[config.mk]
export PLATFORM = sky130hd
export DESIGN_NAME = utf8_text_layout_wrap
export DESIGN_NICKNAME = d
export VERILOG_FILES = /design/src/design/utwr_pkg.sv /design/src/design/utwr_front.sv /design/src/design/utwr_fifo.sv /design/src/design/utwr_back.sv /design/src/design/utf8_text_layout_wrap.sv
export VERILOG_INCLUDE_DIRS = /design/src /design/src/design
export SDC_FILE = /design/constraint.sdc
export NUM_CORES = 2
export LEC_CHECK = 0
export BUFFER_PORTS_ARGS = -buffer_cell sky130_fd_sc_hd__buf_2
export CAP_MARGIN = 20
export CORE_UTILIZATION = 55
export CTS_CLUSTER_SIZE = 40
export DETAILED_ROUTE_END_ITERATION = 8
export PLACE_DENSITY = 0.71
export RECOVER_POWER = 100
export SKIP_LAST_GASP = 1
export SYNTH_ARGS = -nofsm -noshare
export SYNTH_HDL_FRONTEND = slang
export SYNTH_SLANG_ARGS = --single-unit
[constraint.sdc]
create_clock -name clock -period 29.3 [get_ports clock]
set_input_delay 4.395 -clock clock [delete_from_list [all_inputs] [get_ports clock]]
set_output_delay 4.395 -clock clock [all_outputs]
set_load 0.01 [all_outputs]
[src/design/utf8_text_layout_wrap_defines.svh]
// Assertion helpers for the layout design's queue
`ifndef UTF8_TEXT_LAYOUT_WRAP_DEFINES_SVH
`define UTF8_TEXT_LAYOUT_WRAP_DEFINES_SVH

// Condition that must hold at every clock edge outside reset
`define UTWR_ASSERT_ALWAYS(label, cond, msg) \
   label: assert property (@(posedge clock) disable iff (reset) (cond)) else $error(msg);

// Consequence that must hold in the cycle after the trigger
`define UTWR_ASSERT_NEXT(label, trig, cons, msg) \
   label: assert property (@(posedge clock) disable iff (reset) (trig) |=> (cons)) \
      else $error(msg);

`endif

[src/design/utwr_pkg.sv]
package utwr_pkg;

   localparam int unsigned TABLE_DEPTH   = 94;
   localparam int unsigned TABLE_AW      = 7;
   localparam int unsigned QUEUE_DEPTH_D = 4;
   localparam logic [7:0]  FIRST_PRINT   = 8'd33;
   localparam logic [7:0]  LAST_PRINT    = 8'd126;
   localparam logic [31:0] CP_SPACE      = 32'd32;
   localparam logic [31:0] CP_TAB        = 32'd9;
   localparam logic [31:0] CP_LF         = 32'd10;
   localparam logic [31:0] CP_CR         = 32'd13;
   localparam logic [1:0]  CONT_TAG      = 2'b10;
   localparam logic        REQ_TABLE     = 1'b0;
   localparam logic [1:0]  STEP_FIRST    = 2'd0;
   localparam logic [1:0]  STEP_SECOND   = 2'd1;
   localparam logic [1:0]  STEP_FINAL    = 2'd2;

   typedef enum logic [2:0] {
      CSR_ORIGIN_X    = 3'd0,
      CSR_ORIGIN_Y    = 3'd1,
      CSR_WRAP_WIDTH  = 3'd2,
      CSR_WRAP_HEIGHT = 3'd3,
      CSR_CELL_WIDTH  = 3'd4,
      CSR_LINE_HEIGHT = 3'd5
   } csr_index_type;

   typedef struct packed {
      logic       req_type;
      logic [7:0] text_byte;
      logic       last_byte;
      logic [6:0] table_index;
      logic [7:0] table_width;
   } req_word_type;

   typedef struct packed {
      logic signed [15:0] glyph_x;
      logic signed [15:0] glyph_y;
      logic [31:0]        code_point;
      logic [7:0]         advance;
      logic               drawable;
      logic               finished;
      logic [31:0]        end_offset;
      logic               last_of_run;
   } rsp_word_type;

   typedef struct packed {
      logic signed [15:0] origin_x;
      logic signed [15:0] origin_y;
      logic [15:0]        wrap_width;
      logic [15:0]        wrap_height;
      logic [7:0]         cell_width;
      logic [7:0]         line_height;
   } cfg_type;

   // One decoded text byte: up to two finished characters and a text end
   typedef struct packed {
      logic        c1_vld;
      logic [31:0] cp1;
      logic [31:0] end1;
      logic [7:0]  w1;
      logic        t1;
      logic        c2_vld;
      logic [31:0] cp2;
      logic [31:0] end2;
      logic [7:0]  w2;
      logic        t2;
      logic        last;
   } event_type;

   // Code of a character from its lead byte, continuation bits and count
   function automatic logic [31:0] cp_of(logic [7:0] lead, logic [31:0] acc, logic [7:0] cnt);
      logic [7:0]  mask;
      logic [31:0] lp;
      mask = 8'h3F >> cnt[2:0];
      lp   = {24'd0, mask & lead};
      if (cnt == 8'd0) begin
         cp_of = {24'd0, lead};
      end else begin
         unique case (cnt)
            8'd1:    cp_of = acc | (lp << 6);
            8'd2:    cp_of = acc | (lp << 12);
            8'd3:    cp_of = acc | (lp << 18);
            8'd4:    cp_of = acc | (lp << 24);
            8'd5:    cp_of = acc | (lp << 30);
            default: cp_of = acc;
         endcase
      end
   endfunction

   function automatic logic in_table(logic [31:0] cp);
      in_table = (cp >= {24'd0, FIRST_PRINT}) && (cp <= {24'd0, LAST_PRINT});
   endfunction

endpackage

[src/design/utwr_front.sv]
module utwr_front (
   input  logic                  clock,
   input  logic                  reset,
   input  logic                  req_push,
   output logic                  req_full,
   input  utwr_pkg::req_word_type req_word,
   output logic                  ev_vld,
   output utwr_pkg::event_type   ev_word,
   input  logic                  q_full
);

   logic [7:0]  table_mem [utwr_pkg::TABLE_DEPTH];
   logic [7:0]  lead_ff, lead_in;
   logic [31:0] acc_ff, acc_in;
   logic [7:0]  cnt_ff, cnt_in;
   logic        pend_ff, pend_in;
   logic [31:0] seen_ff, seen_in;
   utwr_pkg::event_type ev_ff, ev_in;
   logic        vld_ff, vld_in;
   logic [7:0]  rd1_ff, rd2_ff;
   logic        accept, text, cont, push_out;
   logic [utwr_pkg::TABLE_AW-1:0] a1, a2;

   assign req_full = vld_ff && q_full;
   assign accept   = req_push && !req_full;
   assign text     = req_word.req_type != utwr_pkg::REQ_TABLE;
   assign push_out = vld_ff && !q_full;
   assign cont     = pend_ff && (req_word.text_byte[7:6] == utwr_pkg::CONT_TAG);

   // Decode one byte: extend the pending character or start a new one
   always_comb begin
      ev_in   = '0;
      lead_in = lead_ff;
      acc_in  = acc_ff;
      cnt_in  = cnt_ff;
      pend_in = 1'b1;
      if (cont) begin
         acc_in = {acc_ff[25:0], req_word.text_byte[5:0]};
         cnt_in = cnt_ff + 8'd1;
      end else begin
         ev_in.c1_vld = pend_ff;
         ev_in.cp1    = utwr_pkg::cp_of(lead_ff, acc_ff, cnt_ff);
         ev_in.end1   = seen_ff;
         lead_in      = req_word.text_byte;
         acc_in       = '0;
         cnt_in       = '0;
      end
      seen_in      = seen_ff + 32'd1;
      ev_in.t1     = utwr_pkg::in_table(ev_in.cp1);
      ev_in.last   = req_word.last_byte;
      ev_in.c2_vld = req_word.last_byte;
      ev_in.cp2    = utwr_pkg::cp_of(lead_in, acc_in, cnt_in);
      ev_in.end2   = seen_in;
      ev_in.t2     = utwr_pkg::in_table(ev_in.cp2);
      // restart after the final byte of a text
      if (req_word.last_byte) begin
         lead_in = '0;
         acc_in  = '0;
         cnt_in  = '0;
         pend_in = 1'b0;
         seen_in = '0;
      end
   end

   assign a1 = ev_in.cp1[utwr_pkg::TABLE_AW-1:0] - utwr_pkg::FIRST_PRINT[utwr_pkg::TABLE_AW-1:0];
   assign a2 = ev_in.cp2[utwr_pkg::TABLE_AW-1:0] - utwr_pkg::FIRST_PRINT[utwr_pkg::TABLE_AW-1:0];

   // Hold the stage word until the queue takes it
   always_comb begin
      vld_in = vld_ff;
      if (push_out) vld_in = 1'b0;
      if (accept && text && (ev_in.c1_vld || ev_in.last)) vld_in = 1'b1;
   end

   // Width table: one write port, two registered read ports
   always_ff @(posedge clock) begin
      if (accept && !text &&
          req_word.table_index < utwr_pkg::TABLE_AW'(utwr_pkg::TABLE_DEPTH)) begin
         table_mem[req_word.table_index] <= req_word.table_width;
      end
      if (accept && text) begin
         rd1_ff <= (a1 < utwr_pkg::TABLE_AW'(utwr_pkg::TABLE_DEPTH)) ? table_mem[a1] : 8'd0;
         rd2_ff <= (a2 < utwr_pkg::TABLE_AW'(utwr_pkg::TABLE_DEPTH)) ? table_mem[a2] : 8'd0;
         ev_ff  <= ev_in;
      end
   end

   always_ff @(posedge clock) begin
      if (reset) begin
         lead_ff <= '0;
         acc_ff  <= '0;
         cnt_ff  <= '0;
         pend_ff <= 1'b0;
         seen_ff <= '0;
         vld_ff  <= 1'b0;
      end else begin
         vld_ff <= vld_in;
         if (accept && text) begin
            lead_ff <= lead_in;
            acc_ff  <= acc_in;
            cnt_ff  <= cnt_in;
            pend_ff <= pend_in;
            seen_ff <= seen_in;
         end
      end
   end

   always_comb begin
      ev_word    = ev_ff;
      ev_word.w1 = rd1_ff;
      ev_word.w2 = rd2_ff;
   end
   assign ev_vld = push_out;

endmodule

[src/design/utwr_fifo.sv]
`include "utf8_text_layout_wrap_defines.svh"
module utwr_fifo #(
   parameter int unsigned DEPTH = utwr_pkg::QUEUE_DEPTH_D
) (
   input  logic                clock,
   input  logic                reset,
   input  logic                push,
   input  utwr_pkg::event_type push_word,
   output logic                full,
   input  logic                pop,
   output logic                head_vld,
   output utwr_pkg::event_type head_word
);

   localparam int unsigned PW = (DEPTH > 1) ? $clog2(DEPTH) : 1;
   localparam int unsigned CW = $clog2(DEPTH + 1);

   utwr_pkg::event_type slot_ff [DEPTH];
   logic [PW-1:0] wr_ff, wr_in, rd_ff, rd_in;
   logic [CW-1:0] cnt_ff, cnt_in;

   assign full      = cnt_ff == CW'(DEPTH);
   assign head_vld  = cnt_ff != '0;
   assign head_word = slot_ff[rd_ff];

   // Advance pointers with wrap at the depth
   always_comb begin
      wr_in  = wr_ff;
      rd_in  = rd_ff;
      cnt_in = cnt_ff;
      if (push) wr_in = (wr_ff == PW'(DEPTH - 1)) ? '0 : wr_ff + PW'(1);
      if (pop)  rd_in = (rd_ff == PW'(DEPTH - 1)) ? '0 : rd_ff + PW'(1);
      if (push && !pop) cnt_in = cnt_ff + CW'(1);
      if (pop && !push) cnt_in = cnt_ff - CW'(1);
   end

   always_ff @(posedge clock) begin
      if (push) slot_ff[wr_ff] <= push_word;
   end

   always_ff @(posedge clock) begin
      if (reset) begin
         wr_ff  <= '0;
         rd_ff  <= '0;
         cnt_ff <= '0;
      end else begin
         wr_ff  <= wr_in;
         rd_ff  <= rd_in;
         cnt_ff <= cnt_in;
      end
   end

   `UTWR_ASSERT_ALWAYS(a_no_overflow, !(push && full), "word pushed into full queue")
   `UTWR_ASSERT_ALWAYS(a_no_underflow, !(pop && !head_vld), "word popped from empty queue")
   `UTWR_ASSERT_NEXT(a_count_up, push && !pop, cnt_ff == $past(cnt_ff) + CW'(1), "count lost a push")

endmodule

[src/design/utwr_back.sv]
module utwr_back (
   input  logic                   clock,
   input  logic                   reset,
   input  utwr_pkg::cfg_type      cfg,
   input  logic                   head_vld,
   input  utwr_pkg::event_type    head_word,
   output logic                   q_pop,
   output logic                   rsp_empty,
   input  logic                   rsp_pop,
   output utwr_pkg::rsp_word_type rsp_word
);

   logic [15:0] pen_x_ff, pen_x_in, pen_y_ff, pen_y_in;
   logic [7:0]  prev_ff, prev_in;
   logic [31:0] comm_ff, comm_in;
   logic        run_ff, run_in;
   logic [1:0]  step_ff, step_in;
   utwr_pkg::rsp_word_type out_ff, res;
   logic        out_vld_ff;

   logic sel1, sel2, self, work, fire, done, more, lf, wrapc, hstop, is_nul;
   logic [31:0] cp, fin_off;
   logic [7:0]  wv, adv;
   logic        tr;
   logic [15:0] px1, px2, py2;
   logic signed [18:0] xsum, ysum;

   // Pick the first step of the word still to be carried out
   assign sel1 = (step_ff == utwr_pkg::STEP_FIRST) && head_word.c1_vld;
   assign sel2 = !sel1 && (step_ff != utwr_pkg::STEP_FINAL) && head_word.c2_vld;
   assign self = !sel1 && !sel2 && head_word.last;
   assign work = head_vld && run_ff && (sel1 || sel2 || self);
   assign fire = work && (!out_vld_ff || rsp_pop);

   assign cp      = sel1 ? head_word.cp1 : head_word.cp2;
   assign wv      = sel1 ? head_word.w1 : head_word.w2;
   assign tr      = sel1 ? head_word.t1 : head_word.t2;
   assign fin_off = sel1 ? head_word.end1 : head_word.end2;
   assign is_nul  = cp == '0;
   assign lf      = cp == utwr_pkg::CP_LF;
   assign px1     = pen_x_ff + {8'd0, prev_ff};

   // Advance of the character
   always_comb begin
      priority if (cp == utwr_pkg::CP_SPACE) adv = cfg.cell_width >> 1;
      else if (cp == utwr_pkg::CP_TAB)        adv = {cfg.cell_width[6:0], 1'b0};
      else if (lf || cp == utwr_pkg::CP_CR)   adv = 8'd0;
      else if (tr)                            adv = wv;
      else                                    adv = cfg.cell_width;
   end

   // Line and block limit checks in full signed arithmetic
   assign xsum  = 19'(signed'(px1)) + signed'({11'd0, adv}) - 19'(signed'(cfg.origin_x));
   assign wrapc = lf || (cfg.wrap_width != '0 && xsum > signed'({3'd0, cfg.wrap_width}));
   assign px2   = wrapc ? cfg.origin_x : px1;
   assign py2   = wrapc ? pen_y_ff + {8'd0, cfg.line_height} : pen_y_ff;
   assign ysum  = 19'(signed'(py2)) + signed'({11'd0, cfg.line_height})
                  - 19'(signed'(cfg.origin_y));
   assign hstop = cfg.wrap_height != '0 && ysum > signed'({3'd0, cfg.wrap_height});
   assign more  = sel1 ? (head_word.c2_vld || head_word.last) : head_word.last;

   // Place the character or give the final report
   always_comb begin
      res      = '0;
      pen_x_in = pen_x_ff;
      pen_y_in = pen_y_ff;
      prev_in  = prev_ff;
      comm_in  = comm_ff;
      run_in   = run_ff;
      done     = 1'b1;
      priority if (self || is_nul) begin
         pen_x_in = px1;
         prev_in  = 8'd0;
         run_in   = 1'b0;
      end else if (hstop) begin
         pen_x_in = px2;
         pen_y_in = py2;
         if (lf) begin
            comm_in = fin_off;
            prev_in = adv;
         end else begin
            prev_in = 8'd0;
         end
         run_in = 1'b0;
      end else begin
         pen_x_in       = px2;
         pen_y_in       = py2;
         comm_in        = fin_off;
         prev_in        = adv;
         done           = !more;
         res.code_point = cp;
         res.advance    = adv;
         res.drawable   = !(cp == utwr_pkg::CP_SPACE || cp == utwr_pkg::CP_TAB ||
                            lf || cp == utwr_pkg::CP_CR);
      end
      res.glyph_x     = pen_x_in;
      res.glyph_y     = pen_y_in;
      res.finished    = !run_in;
      res.end_offset  = comm_in;
      res.last_of_run = done;
   end

   assign q_pop   = head_vld && (!work || (fire && done));
   assign step_in = sel1 ? utwr_pkg::STEP_SECOND : utwr_pkg::STEP_FINAL;

   always_ff @(posedge clock) begin
      if (fire) out_ff <= res;
   end

   always_ff @(posedge clock) begin
      if (reset) begin
         pen_x_ff   <= '0;
         pen_y_ff   <= '0;
         prev_ff    <= '0;
         comm_ff    <= '0;
         run_ff     <= 1'b1;
         step_ff    <= utwr_pkg::STEP_FIRST;
         out_vld_ff <= 1'b0;
      end else begin
         if (fire) out_vld_ff <= 1'b1;
         else if (rsp_pop) out_vld_ff <= 1'b0;
         // drop the word; restart the text after its final byte
         if (q_pop && head_word.last) begin
            pen_x_ff <= cfg.origin_x;
            pen_y_ff <= cfg.origin_y;
            prev_ff  <= '0;
            comm_ff  <= '0;
            run_ff   <= 1'b1;
         end else if (fire) begin
            pen_x_ff <= pen_x_in;
            pen_y_ff <= pen_y_in;
            prev_ff  <= prev_in;
            comm_ff  <= comm_in;
            run_ff   <= run_in;
         end
         if (q_pop) step_ff <= utwr_pkg::STEP_FIRST;
         else if (fire) step_ff <= step_in;
      end
   end

   assign rsp_empty = !out_vld_ff;
   assign rsp_word  = out_ff;

endmodule

[src/design/utf8_text_layout_wrap.sv]
// A text byte's results pass through the decode register, the queue and the result register.
// Throughput: one byte per cycle while full is low; a byte that causes more than one result
// holds the layout stage for each, and a QUEUE_DEPTH-word queue (four by default) between
// decoder and layout absorbs the difference. Width table writes give no result.
// Reset (synchronous, active high) empties the queue and result register, sets the pen to
// the origin and the registers to their defaults; the width table is not cleared.
module utf8_text_layout_wrap #(
   parameter int unsigned QUEUE_DEPTH = utwr_pkg::QUEUE_DEPTH_D
) (
   input  logic                   clock,
   input  logic                   reset,
   input  logic                   push,
   output logic                   full,
   input  utwr_pkg::req_word_type req_word,
   output logic                   empty,
   input  logic                   pop,
   output utwr_pkg::rsp_word_type rsp_word,
   input  logic                   csr_we,
   input  logic [2:0]             csr_index,
   input  logic [15:0]            csr_wdata
);

   utwr_pkg::cfg_type   cfg_ff;
   utwr_pkg::event_type ev_word, head_word;
   logic ev_vld, q_full, q_pop, head_vld;

   // Configuration registers
   always_ff @(posedge clock) begin
      if (reset) begin
         cfg_ff             <= '0;
         cfg_ff.cell_width  <= 8'd8;
         cfg_ff.line_height <= 8'd8;
      end else if (csr_we) begin
         unique case (csr_index)
            utwr_pkg::CSR_ORIGIN_X:    cfg_ff.origin_x    <= csr_wdata;
            utwr_pkg::CSR_ORIGIN_Y:    cfg_ff.origin_y    <= csr_wdata;
            utwr_pkg::CSR_WRAP_WIDTH:  cfg_ff.wrap_width  <= csr_wdata;
            utwr_pkg::CSR_WRAP_HEIGHT: cfg_ff.wrap_height <= csr_wdata;
            utwr_pkg::CSR_CELL_WIDTH:  cfg_ff.cell_width  <= csr_wdata[7:0];
            utwr_pkg::CSR_LINE_HEIGHT: cfg_ff.line_height <= csr_wdata[7:0];
            default: ;
         endcase
      end
   end

   utwr_front u_front (
      .clock    (clock),
      .reset    (reset),
      .req_push (push),
      .req_full (full),
      .req_word (req_word),
      .ev_vld   (ev_vld),
      .ev_word  (ev_word),
      .q_full   (q_full)
   );

   utwr_fifo #(.DEPTH(QUEUE_DEPTH)) u_fifo (
      .clock     (clock),
      .reset     (reset),
      .push      (ev_vld),
      .push_word (ev_word),
      .full      (q_full),
      .pop       (q_pop),
      .head_vld  (head_vld),
      .head_word (head_word)
   );

   utwr_back u_back (
      .clock     (clock),
      .reset     (reset),
      .cfg       (cfg_ff),
      .head_vld  (head_vld),
      .head_word (head_word),
      .q_pop     (q_pop),
      .rsp_empty (empty),
      .rsp_pop   (pop),
      .rsp_word  (rsp_word)
   );

endmodule
Word-level counts from Yosys, hierarchy flattened

Memory sizes are Yosys's and may differ from the RTL's. A register that Yosys moved wholly into a read port is not among the register bits.
Index checks and enable logic that the tools add are counted.

Register bits after elaboration: 484
Memory bits (writable): 1348
Input bits: 49
Output and inout bits: 109
Word-level logic and storage cells: 228
Memories: 2

Memory list:

| name              | depth | width | rd ports | clocked after Yosys merged registers in | write ports | RTL line         | RTL |
|---|---|---|---|---|---|---|---|
| u_front.table_mem | 94    | 8     | 2        | 2                                       | 1           | utwr_front.sv:12 | `logic [7:0] table_mem [utwr_pkg::TABLE_DEPTH];` |
| u_fifo.slot_ff    | 4     | 149   | 1        | 1                                       | 1           | utwr_fifo.sv:18  | `utwr_pkg::event_type slot_ff [DEPTH];` |

$add $sub $neg: 14
$lt $le $gt $ge: 9
Eq/ne operators: 24
Shift operators: 2
Multiplexer cells: 55
Bitwise operators: 12
Reduce and logical (&&, ||, !) cells: 72

Operators with widths:

| kind                  | number |
|---|---|
| $mux 32               | 10 |
| $pmux 32 s5           | 2 |
| $mux 16               | 8 |
| $or 32x32->32         | 4 |
| $eq 32x4->1 const B   | 3 |
| $mux 8                | 12 |
| $mux 65               | 1 |
| $ge 32x6->1 const B   | 2 |
| $le 32x7->1 const B   | 2 |
| $or 32x14->32         | 2 |
| $or 32x20->32         | 2 |
| $or 32x26->32         | 2 |
| $gt 19x17->1          | 2 |
| $sub 17x16->18        | 2 |
| $add 16x9->17         | 2 |
| $add 16x8->16         | 2 |
| $add 32x1->32 const B | 1 |
| $eq 32x6->1 const B   | 1 |
| $eq 8x2->1 const B    | 4 |
| $eq 8x3->1 const B    | 4 |
| $logic_not 32->1      | 1 |
| $reduce_bool 16->1    | 2 |
| $logic_and 1x1->1     | 25 |
| $lt 7x7->1 const B    | 3 |
| other kinds (25)      | 89 |

Longest topological paths before layout

Word-level depth: 27
Mapped depth: 66
Mapped depth without buffers: 59

By module

From an unflattened synthesis, not the netlist that was laid out.

Cells, all modules: 5888
Area, all modules: 84416.0 um^2

By module, submodules not included:

| module                | times used | cells each | area each (um^2) | sequential area each (um^2) |
|---|---|---|---|---|
| utwr_front            | 1          | 3442       | 46641.0          | 28667.5 |
| utwr_fifo             | 1          | 823        | 21946.0          | 18077.3 |
| utwr_back             | 1          | 1338       | 12645.9          | 4734.5 |
| utf8_text_layout_wrap | 1          | 285        | 3183.1           | 1601.5 |

Least setup slack after synthesis

OpenSTA, ideal clock, no wires.

Path kind: flip-flop to flip-flop
From: register with a tool-made name
To: register u_fifo.cnt_ff[2]
Setup time: 0.071 ns
Arrival time: 12.906 ns
Data required time: 29.229 ns
Path slack: 16.323 ns
Stages on the path, launching flop included: 61
Path buffers: 4
Period minus slack after synthesis: 12.977 ns
Cell sequence: dfxtp_1 buf_6 buf_2 mux4_2 nor4_1 a41oi_1 or4b_4 nor4_4 o31a_1 clkbuf_1 nor2_1 a221oi_1 fa_1 inv_1 ha_1 a21oi_1 nor2b_1 a311o_1 [... 25 more ...] o21bai_1 a21oi_1 xnor2_1 ha_1 and2_1 and4_1 and3_1 a31oi_1 o21ai_0 a211oi_1 nand4b_1 o311a_1 ha_1 inv_1 fa_1 xor2_1 or3_1 a21oi_1

RTL lines:

| item                 | RTL line        | RTL |
|---|---|---|
| to (signal assigned) | utwr_fifo.sv:49 | `cnt_ff <= cnt_in;` |
| to (decl)            | utwr_fifo.sv:20 | `logic [CW-1:0] cnt_ff, cnt_in;` |

==> flow_summary_export.csv <==
group,metric,value,unit
outcome,run_status,"finished, violations left",
outcome,violations,"capacitance limit, slew limit",
clocking,hold_buffers,0,
sta,maxSlewViolCount,2484,
setup_path,startpoint_type,"flip-flop",
floorplan,start_util,55.5,%
place,post-dp-hpwl,137000,um
setup_path,worstSetupEndpointType,"flip-flop",
synth,synth_area,83200,um2
pwr,power.density,82.3,nW/um2
synth,synthDistinctLibCells,83,
synth,netlist.area_leader.share,57.7,%
sta,relSlewSlack,-557,%
cells_and_area,layout-drive-gt1-share,14.1,%
cells_and_area,nets,6114,
clocking,post_cts_buffers,0,
floorplan,dieArea,153000,um2
place,gp_congestion,0.953,
detailed_routing,vias_per_cell,6.48,
synth,seq_area_frac_synth,63.7,%
grt,grt_start_max_net_pins,149,
sta,tightest_slew,9.85,ns
clocking,cts_tree,"built",
grt,grt.total_usage,28.1,%
cells_and_area,final-instance-count-excl-fill,8119,
synth,ys_seq_elements,1846,
place,placed_area,85800,um2
sta,final.setup.tns,0,ns
pwr,peakVddDrop,0.0000767,V
detailed_routing,final_antenna_net_count,0,
pwr,leakagePower,0.0304,uW
clocking,path_clk_slew,0.06,ns
synth,async_flop_share,0,%
sta,fin_skew,0.0801,ns
clocking,cts_sinks,1846,
floorplan,die_w,391,um
place,dp_slack,12.09,ns
clocking,clock_latency,0.85,ns
setup_path,worst-setup-path-type,"reg -> reg",
synth,syn_avg_cell_area,14.2,um2
detailed_routing,drt-total-wl,215000,um
sta,setup_slack,7.56,ns
synth,syn_nets,6035,
sta,hold_viol,0,
sta,setup_viol,0,
floorplan,placementRows,142,
clocking,numCtsBuffers,189,
floorplan,num_io_pins,158,
clocking,cts_buffer_depth,3,
sta,max_freq,0.0460,GHz
worst_hold_path,hp-start,"u_front.acc_ff[29]$_SDFFE_PP0P_",
clocking,ctsResizeCount,0,
synth,synth_edf_count,1599,
place,port_buffers,157,
clocking,cts_max_level,4,
synth,ys_top_cells_by_area,"edfxtp_1 58%, mux4_2 12%, dfxtp_1 5.9%",
cells_and_area,fin_area,91800,um2
grt,grt.overflow.total,0,
cells_and_area,register_area,53000,um2
place,place_inst,7751,
run,drv_cap,40,
detailed_routing,drcViolationCount,0,
sta,period_share,74.2,%
detailed_routing,vias,52600,
sta,min_period,21.74,ns
detailed_routing,drt_iter0_drc,6702,
worst_hold_path,hold_class,"reg -> reg",
synth,synth_cells,5849,
setup_path,arrival,22.43,ns
grt,first_global_vias,50900,
detailed_routing,wl_per_cell,26.5,um
cells_and_area,fill_cells,11200,
setup_path,slowest_stage,"clkbuf_1",
floorplan,die_y,391,um
grt,antenna_found_initial,10,
cells_and_area,syn_to_final_growth,10.3,%
synth,yosysWarnings,0,
setup_path,cp_max_fo,63,
setup_path,worstPathRequired,29.99,ns
setup_path,path_common_cell,"a21o_1",
floorplan,coreArea,150000,um2
grt,grt_pass1_wl,322000,um
cells_and_area,multi_input_area,28300,um2
sta,rsz0062_at_grt,"no",
synth,yosysTopAreaCell,"edfxtp_1",
detailed_routing,drtPass1Iterations,7,
synth,synth_ff_type,"edfxtp_1",
setup_path,slowest_delay,2.75,ns
clocking,cts-root-buf,"clkbuf_16",
==> path summary, 6_finish.rpt <==
check	to	slack (ns)	depth (start not counted)
max	u_back.pen_y_ff[5]$_SDFFE_PP0P_	7.56	54
min reg2reg	u_front.acc_ff[29]$_SDFFE_PP0P_	0.45	2
min	u_front.acc_ff[29]$_SDFFE_PP0P_	0.45	2
max reg2reg	u_back.pen_y_ff[5]$_SDFFE_PP0P_	7.56	54
==> cell usage after synthesis (73+ instances only) <==
library cell,number
edfxtp_1,1599
nand2_1,783
mux4_2,434
nor2_1,404
a21oi_1,372
dfxtp_1,247
clkbuf_1,229
nand3_1,177
mux2i_1,176
inv_1,134
ha_1,118
o21ai_0,100
xnor2_1,73
==> registers in the layout (all words and copies together), names as in the netlist, 2 cells and up, named ones only <==
| register | count |
|---|---|
| u_front.table_mem | 752 |
| u_fifo.slot_ff | 592 |
| u_front.ev_word | 132 |
| u_back.rsp_word | 107 |
| cfg_ff | 80 |
| u_back.comm_ff | 32 |
| u_front.acc_ff | 32 |
| u_front.seen_ff | 32 |
| u_back.pen_x_ff | 16 |
| u_back.pen_y_ff | 16 |
| u_back.prev_ff | 8 |
| u_front.cnt_ff | 8 |
| u_front.lead_ff | 8 |
| u_front.rd1_ff | 8 |
| u_front.rd2_ff | 8 |
| u_fifo.cnt_ff | 3 |
| u_back.step_ff | 2 |
| u_fifo.rd_ff | 2 |
| u_fifo.wr_ff | 2 |
==> worst max-delay path, delay by kind of cell (launching register included) <==
kind | cells | cell delay (ns)
AND/OR/NAND/NOR | 13 | 5.07
buffers and inverters | 3 | 4.94
multiplexers | 2 | 0.81
flip-flops | 1 | 0.76
adder cells (fa/ha/maj) | 6 | 2.26
XOR/XNOR | 2 | 0.31
AO/OA/AOI/OAI | 28 | 7.37
==> placed cells by master, fill, tap and decap left out, types with 46 or more instances in the layout <==
cell type / instances
clkbuf_16: 191
and3_1: 46
nand3_1: 176
inv_1: 132
nand2_1: 784
nor3_1: 63
o21ai_0: 100
clkbuf_1: 188
ha_1: 116
xnor2_1: 70
buf_4: 48
dfxtp_1: 245
nor2_1: 397
edfxtp_1: 1599
mux4_2: 434
a21oi_1: 370
a211oi_1: 64
mux2i_1: 176
==> final cells by class <==
class	instances	share of cell area [%]
flip-flops and latches	1846	57.7
multi-input cells	3517	30.8
clock buffers	246	5.58
well taps	2016	2.75
clock inverters	110	1.29
repair buffers	237	1.25
inverters	137	0.566
diodes	10	0.0273
==> kinds of logic after synthesis <==
group	synth area share [%]
DFF	63.7
and+or+nand+nor	9.48
AOI/OAI and AO/OA	6.60
muxes	14.4
buffers and inverters	2.40
adders and majority gates	2.23
xor gates and xnor gates	1.19
==> routing by layer <==
metal | wire [um] | GRT usage [%] | vias to the layer above
met1 | 83000 | 38.8 | 26300
met5 | 17 | 0 | -
met4 | 9130 | 11.4 | 4
met2 | 100000 | 43.5 | 3176
met3 | 23000 | 6.08 | 494
li1 | - | - | 22600
==> metrics by stage <==
| stage | power [uW] | hold WS (ns) | util (%) |
|---|---|---|---|
| after floorplan | 4640 | 0.427 | - |
| after global placement | 5130 | 0.436 | 57.2 |
| after detailed placement | 5170 | 0.441 | 57.2 |
| after CTS | 7570 | 0.450 | 61.4 |
| after global routing | 7900 | 0.468 | 61.2 |
| final | 7560 | 0.448 | 61.2 |
==> report_power, final <==
part	switching, uW	total [uW]	internal, uW
combinational	1200	2020	818
sequential	73.7	3120	3050
clock	1040	2420	1380
Power figures use the tool's default switching activity.
